==> src/hw/rtl/page_cache_round_robin_writeback_top_assert.svh <==
// Assertion macros for the page cache top level.
// Needs clk and rst_n in the scope of use.
`ifndef PAGE_CACHE_ROUND_ROBIN_WRITEBACK_TOP_ASSERT_SVH
`define PAGE_CACHE_ROUND_ROBIN_WRITEBACK_TOP_ASSERT_SVH

// same-cycle implication
`define PCRR_ASSERT_NOW(label, ante, cons) \
    label: assert property (@(posedge clk) disable iff (!rst_n) (ante) |-> (cons)) \
        else $error("pcrr assertion failed");

// next-cycle implication
`define PCRR_ASSERT_NEXT(label, ante, cons) \
    label: assert property (@(posedge clk) disable iff (!rst_n) (ante) |=> (cons)) \
        else $error("pcrr assertion failed");

`endif

==> src/hw/rtl/pcrr_pkg.sv <==
// Shared types and constants for the round-robin write-back page cache.
// No dependencies.
package pcrr_pkg;

    localparam int CACHE_ENTRIES = 8;
    localparam int PTR_W         = $clog2(CACHE_ENTRIES);
    localparam int OFFSET_W      = 31;
    localparam int HANDLE_W      = 16;

    typedef logic [PTR_W-1:0]    ptr_t;
    typedef logic [OFFSET_W-1:0] offset_t;
    typedef logic [HANDLE_W-1:0] handle_t;

    typedef enum logic [1:0] {
        OP_LOOKUP  = 2'd0,
        OP_INSERT  = 2'd1,
        OP_QOFFSET = 2'd2,
        OP_QHANDLE = 2'd3
    } op_t;

    typedef struct packed {
        op_t     opcode;
        offset_t page_offset;
        handle_t page_handle;
        logic    will_be_dirty;
    } req_t;

    typedef struct packed {
        logic    hit;
        handle_t found_handle;
        logic    evict_valid;
        offset_t evict_offset;
        handle_t evict_handle;
    } rsp_t;

    // transaction state handed from cell to cell
    typedef struct packed {
        req_t req;
        ptr_t target;
        rsp_t rsp;
    } carry_t;

endpackage

==> src/hw/rtl/pcrr_cell.sv <==
// One cache entry of the cell chain; processes the passing transaction
// and registers it for the next cell. Depends on pcrr_pkg.
module pcrr_cell
    import pcrr_pkg::*;
(
    input  logic   clk,
    input  logic   rst_n,
    input  ptr_t   idx,
    input  logic   in_valid,
    input  carry_t in_carry,
    output logic   out_valid,
    output carry_t out_carry
);

    offset_t offset_reg, offset_next;
    handle_t handle_reg, handle_next;
    logic    valid_reg, valid_next;
    logic    dirty_reg, dirty_next;
    logic    out_valid_reg;
    carry_t  carry_reg, carry_next;
    logic    match_off;
    logic    match_hdl;

    assign match_off = valid_reg && (offset_reg == in_carry.req.page_offset);
    assign match_hdl = valid_reg && (handle_reg == in_carry.req.page_handle);

    always_comb
    begin
        offset_next = offset_reg;
        handle_next = handle_reg;
        valid_next  = valid_reg;
        dirty_next  = dirty_reg;
        carry_next  = in_carry;
        if (in_valid)
        begin
            unique case (in_carry.req.opcode)
                OP_LOOKUP:
                begin
                    if (!in_carry.rsp.hit && match_off)
                    begin
                        carry_next.rsp.hit          = 1'b1;
                        carry_next.rsp.found_handle = handle_reg;
                        dirty_next = dirty_reg | in_carry.req.will_be_dirty;
                    end
                end
                OP_INSERT:
                begin
                    if (in_carry.target == idx)
                    begin
                        if (valid_reg && dirty_reg)
                        begin
                            carry_next.rsp.evict_valid  = 1'b1;
                            carry_next.rsp.evict_offset = offset_reg;
                            carry_next.rsp.evict_handle = handle_reg;
                        end
                        offset_next = in_carry.req.page_offset;
                        handle_next = in_carry.req.page_handle;
                        valid_next  = 1'b1;
                        dirty_next  = in_carry.req.will_be_dirty;
                    end
                end
                OP_QOFFSET:
                begin
                    if (match_off)
                    begin
                        carry_next.rsp.hit = 1'b1;
                    end
                end
                OP_QHANDLE:
                begin
                    if (match_hdl)
                    begin
                        carry_next.rsp.hit = 1'b1;
                    end
                end
                default:
                begin
                    carry_next = in_carry;
                end
            endcase
        end
    end

    always_ff @(posedge clk or negedge rst_n)
    begin
        if (!rst_n)
        begin
            valid_reg     <= 1'b0;
            dirty_reg     <= 1'b0;
            out_valid_reg <= 1'b0;
        end
        else
        begin
            valid_reg     <= valid_next;
            dirty_reg     <= dirty_next;
            out_valid_reg <= in_valid;
        end
    end

    always_ff @(posedge clk)
    begin
        offset_reg <= offset_next;
        handle_reg <= handle_next;
        carry_reg  <= carry_next;
    end

    assign out_valid = out_valid_reg;
    assign out_carry = carry_reg;

endmodule

==> src/hw/rtl/page_cache_round_robin_writeback_top.sv <==
// Top level of the round-robin write-back page cache: chain of entry cells.
// Depends on pcrr_pkg, pcrr_cell and page_cache_round_robin_writeback_top_assert.svh.
//
// A transaction is taken when start is high and busy is low. It walks the
// chain of CACHE_ENTRIES cells, one cell per clock, each cell registering
// it, so its result shows on rsp with done high for one cycle; the receiver
// cannot stall it. busy drops in the done cycle, so a new transaction can be
// taken only once the last one has walked through the whole cell chain.
`include "page_cache_round_robin_writeback_top_assert.svh"

module page_cache_round_robin_writeback_top
    import pcrr_pkg::*;
(
    input  logic clk,
    input  logic rst_n,
    input  logic start,
    input  req_t req,
    output logic busy,
    output logic done,
    output rsp_t rsp
);

    logic                     accept;
    logic                     busy_reg, busy_next;
    ptr_t                     ptr_reg, ptr_next;
    ptr_t                     ptr_inc;
    carry_t                   head;
    logic   [CACHE_ENTRIES-1:0] chain_valid;
    carry_t                   chain_carry [CACHE_ENTRIES];

    assign accept  = start && !busy_reg;
    assign ptr_inc = (ptr_reg == ptr_t'(CACHE_ENTRIES - 1)) ? '0 : ptr_reg + 1'b1;

    always_comb
    begin
        ptr_next = ptr_reg;
        if (accept && (req.opcode == OP_INSERT))
        begin
            ptr_next = ptr_inc;
        end
    end

    always_comb
    begin
        busy_next = busy_reg;
        if (accept)
        begin
            busy_next = 1'b1;
        end
        else if (chain_valid[CACHE_ENTRIES-2])
        begin
            busy_next = 1'b0;
        end
    end

    always_comb
    begin
        head.req    = req;
        head.target = ptr_inc;
        head.rsp    = '0;
    end

    always_ff @(posedge clk or negedge rst_n)
    begin
        if (!rst_n)
        begin
            busy_reg <= 1'b0;
            ptr_reg  <= '0;
        end
        else
        begin
            busy_reg <= busy_next;
            ptr_reg  <= ptr_next;
        end
    end

    genvar gi;
    generate
        for (gi = 0; gi < CACHE_ENTRIES; gi++)
        begin : g_cell
            if (gi == 0)
            begin : g_first
                pcrr_cell u_cell (
                    .clk       (clk),
                    .rst_n     (rst_n),
                    .idx       (ptr_t'(gi)),
                    .in_valid  (accept),
                    .in_carry  (head),
                    .out_valid (chain_valid[gi]),
                    .out_carry (chain_carry[gi])
                );
            end
            else
            begin : g_rest
                pcrr_cell u_cell (
                    .clk       (clk),
                    .rst_n     (rst_n),
                    .idx       (ptr_t'(gi)),
                    .in_valid  (chain_valid[gi-1]),
                    .in_carry  (chain_carry[gi-1]),
                    .out_valid (chain_valid[gi]),
                    .out_carry (chain_carry[gi])
                );
            end
        end
    endgenerate

    assign busy = busy_reg;
    assign done = chain_valid[CACHE_ENTRIES-1];
    assign rsp  = chain_carry[CACHE_ENTRIES-1].rsp;

    `PCRR_ASSERT_NOW(a_one_in_flight, 1'b1, $onehot0(chain_valid))
    `PCRR_ASSERT_NEXT(a_busy_after_accept, accept, busy)
    `PCRR_ASSERT_NOW(a_idle_chain_empty, !busy_reg, chain_valid[CACHE_ENTRIES-2:0] == '0)
    `PCRR_ASSERT_NEXT(a_single_done, done, !done)

endmodule

==> config.mk <==
export PLATFORM = sky130hd
export DESIGN_NAME = page_cache_round_robin_writeback_top
export DESIGN_NICKNAME = d
export VERILOG_FILES = /design/src/hw/rtl/pcrr_pkg.sv /design/src/hw/rtl/pcrr_cell.sv /design/src/hw/rtl/page_cache_round_robin_writeback_top.sv
export VERILOG_INCLUDE_DIRS = /design/src /design/src/hw/rtl
export SDC_FILE = /design/constraint.sdc
export NUM_CORES = 1
export LEC_CHECK = 0
export ABC_AREA = 1
export BUFFER_PORTS_ARGS = -buffer_cell sky130_fd_sc_hd__buf_2
export CAP_MARGIN = 10
export CORE_MARGIN = 2
export CORE_UTILIZATION = 56
export CTS_CLUSTER_DIAMETER = 100
export DETAILED_ROUTE_END_ITERATION = 6
export PLACE_DENSITY_LB_ADDON = 0.12
export SYNTH_ARGS = -nofsm -noshare
export SYNTH_HDL_FRONTEND = slang
export SYNTH_SLANG_ARGS = --single-unit
==> constraint.sdc <==
create_clock -name clk -period 3.58 [get_ports clk]
set_input_delay 0.716 -clock clk [delete_from_list [all_inputs] [get_ports clk]]
set_output_delay 0.716 -clock clk [all_outputs]
set_load 0.005 [all_outputs]
==> out/metrics.yaml <==
cp_max_fo: 95
crit_path_end_kind: "flip-flop"
rsz0062_at_grt: "no"
grt_max_degree: 96
grt_pass1_wl_um: 143100
pwr-share-seq: 0.519
cts_buffer_depth: 3
maxSlewViolCount: 0
clkTransAtPathRegs_ns: 0.06
hold_buffers: 0
cp.required_ns: 4.16
dp_hpwl_um: 62990
tns_ns: 0
via_per_inst: 4.625
coreArea_mm2: 0.08172
area_growth_pct: 12.30
wl_per_cell_um: 14.34
clk_latency_ns: 0.71
largest_reg_flops: 773
synth_edf_count: 376
ant_nets: 0
async_reset_ff_frac: 0.02162
min_path_type: "in -> async"
nets: 4951
layout_common_cells: "nand2_1 (1,470), dfxtp_1 (891), inv_1 (702)"
clkPwrFrac: 0.466
wl_um: 87180
fin_crit_sh: 0.6614
ys_warn_count: 0
via_count: 28110
vdd_ir_drop_max_mv: 0.4397
finalNonFillerCells: 6078
switching_share: 0.2028
cts_tree: "done"
cap_violations: 0
root_buffer: "clkbuf_16"
die-area_mm2: 0.08450
gr-total-overflow: 0
power_frac_comb: 0.015
chipWidth_um: 290.7
switchingPower_mw: 6.064
crit_arrival_ns: 2.94
relSlewSlack: 0.3044
synth.distinct_cells: 41
synth_cells: 4776
period_needed_ns: 2.368
setup.worst_path.class: "reg -> reg"
fillCellCount: 6617
die_y_um: 290.7
p_leak_nw: 23.57
drcViolationCount: 0
cts_sinks: 1295
drive_gt1_frac: 0.09926
antenna_found_initial: 1
cts_made_buffers: 133
status: "finished clean"
fin_skew_ns: 0.02621
grt.total_usage: 0.2082
cts_resized: 0
post-cts-setup-buffer-count: 0
cts-htree-levels: 4
ys_seq_area_frac: 0.6481
initial_core_util: 0.5633
drt_iter0_markers: 1853
synth_seq_cells: 1295
std_cell_rows: 105
p_per_area_mw_per_mm2: 578.5
cp-start-kind: "flip-flop"
final_common_cell: "nand2_1"
worst_pin_slew_ns: 1.043
dr.pass1.iters: 5
hold_viol: 0
post-place-cells: 5830
grt_pass1_vias: 27330
syn_area_mm2: 0.04603
synth_top_flop_cell: "dfxtp_1"
setup_viol: 0
gp_congestion: 0.8647
numPortBuffers: 119
syn_area_per_cell_um2: 9.637
intPower_mw: 23.84
syn-num-nets: 4832
io_pins: 120
fmax_mhz: 422.3
-- path summary, 6_finish.rpt --
check                           depth (start not counted)                                endpoint                                  start  slack, ns
worst min-delay path                                    1      g_cell[0].g_first.u_cell.dirty_reg                                  rst_n       0.08
worst max-delay path                                    4   g_cell[2].g_rest.u_cell.out_carry[45]  g_cell[1].g_rest.u_cell.out_carry[66]       1.21
worst max register to register                          4   g_cell[2].g_rest.u_cell.out_carry[45]  g_cell[1].g_rest.u_cell.out_carry[66]       1.21
min in group clk                                        1  g_cell[0].g_first.u_cell.out_carry[89]                                req[21]       0.15
max in group asynchronous                               1       g_cell[5].g_rest.u_cell.valid_reg                                  rst_n       2.99
worst min register to register                          0   g_cell[6].g_rest.u_cell.out_carry[67]  g_cell[5].g_rest.u_cell.out_carry[67]       0.35
-- cells in the mapped netlist, types with 2 or more instances --
| master | number | share of area |
|---|---|---|
| edfxtp_1 | 376 | 0.25 |
| nor3_2 | 7 | 0.0015 |
| buf_1 | 2 | 0.00016 |
| dfrtp_1 | 28 | 0.015 |
| or2_2 | 5 | 0.00068 |
| o21ai_0 | 129 | 0.014 |
| o21ai_1 | 145 | 0.016 |
| buf_6 | 28 | 0.0069 |
| mux2_4 | 19 | 0.0062 |
| nand4_1 | 135 | 0.018 |
| nor2_4 | 7 | 0.0017 |
| buf_2 | 27 | 0.0029 |
| dfxtp_1 | 891 | 0.39 |
| inv_1 | 702 | 0.057 |
| nand3_1 | 26 | 0.0028 |
| nand3_4 | 5 | 0.0019 |
| clkbuf_2 | 3 | 0.00033 |
| buf_4 | 68 | 0.011 |
| nor2_2 | 2 | 0.00027 |
| nor4_1 | 3 | 0.00041 |
| or2_4 | 3 | 0.00057 |
| nor3_1 | 2 | 0.00022 |
| nor2_1 | 355 | 0.029 |
| xor2_1 | 115 | 0.022 |
| xnor2_1 | 80 | 0.015 |
| a31oi_1 | 3 | 0.00041 |
| o21ai_2 | 30 | 0.0057 |
| nor3_4 | 6 | 0.0021 |
| nand2_1 | 1470 | 0.12 |
| clkbuf_1 | 36 | 0.0029 |
| nand3_2 | 9 | 0.0020 |
| mux2_2 | 21 | 0.0051 |
| ha_1 | 3 | 0.00082 |
| inv_2 | 13 | 0.0011 |
| nor2b_1 | 3 | 0.00041 |
| a21oi_1 | 14 | 0.0015 |
-- per-layer routing --
metal | global-route usage | up-vias | part of all wire
met3 | 0.03411 | 186 | 0.040
met2 | 0.3062 | 566 | 0.41
met4 | 0.08682 | 0 | 0.036
li1 | - | 14990 | -
met5 | 0 | - | 0
met1 | 0.3063 | 12370 | 0.51
-- through the flow --
step	hold WS, ns	area, um2	power [mW]	utilization	setup slack, ns
finish	0.07556	51690	29.90	0.6325	1.212
global route	0.1073	51690	30.92	0.6325	0.9828
CTS	0.07028	51690	30.19	0.6325	1.215
global placement	0.3376	47130	16.28	0.5768	0.9216
floorplan	0.3221	46030	16.07	-	0.4921
detailed placement	0.3495	47130	16.30	0.5768	0.8408
-- power groups by stage --
| stage | logic, mW | clock network, mW | registers (mW) |
|---|---|---|---|
| 6_report | 0.453 | 13.9 | 15.5 |
| 5_1_grt | 0.528 | 14.8 | 15.6 |
| 4_1_cts | 0.459 | 14.2 | 15.5 |
| 3_5_place_dp | 0.455 | 0 | 15.8 |
| 3_3_place_gp | 0.442 | 0 | 15.8 |
| 2_1_floorplan | 0.326 | 0 | 15.7 |
-- cell families (layout without fill, tap and decap cells) --
group                    count (synthesis)  in the layout  share of synthesized area
adder cells (fa/ha/maj)                  3              3                  0.0008156
AND/OR/NAND/NOR                       2042           2042                     0.1825
multiplexers                            40             40                    0.01134
XOR/XNOR                               195            195                    0.03711
flip-flops                            1295           1295                     0.6481
other                                    0              1                          0
buffers and inverters                  879           1110                    0.08261
AO/OA/AOI/OAI                          322            322                    0.03757
-- area by class of cell --
| class | count | area, um2 | share of cell area |
|---|---|---|---|
| multi-input combinational | 2602 | 12440 | 0.2407 |
| timing repair buffer | 148 | 838.3 | 0.01622 |
| clock inverter | 54 | 536.8 | 0.01038 |
| clock buffer | 193 | 4018 | 0.07773 |
| sequential | 1295 | 29830 | 0.5771 |
| tap | 1070 | 1339 | 0.02590 |
| antenna | 1 | 2.502 | 0.00004841 |
| inverter | 715 | 2684 | 0.05192 |
-- worst max-delay path, cell delays in order, from the launching register on --
cell     delay (ns)
dfxtp_1        0.35
or3b_4         0.40
nor3_4         0.18
nand3_4        0.78
o21ai_0        0.50
Power figures use the tool's default switching activity.
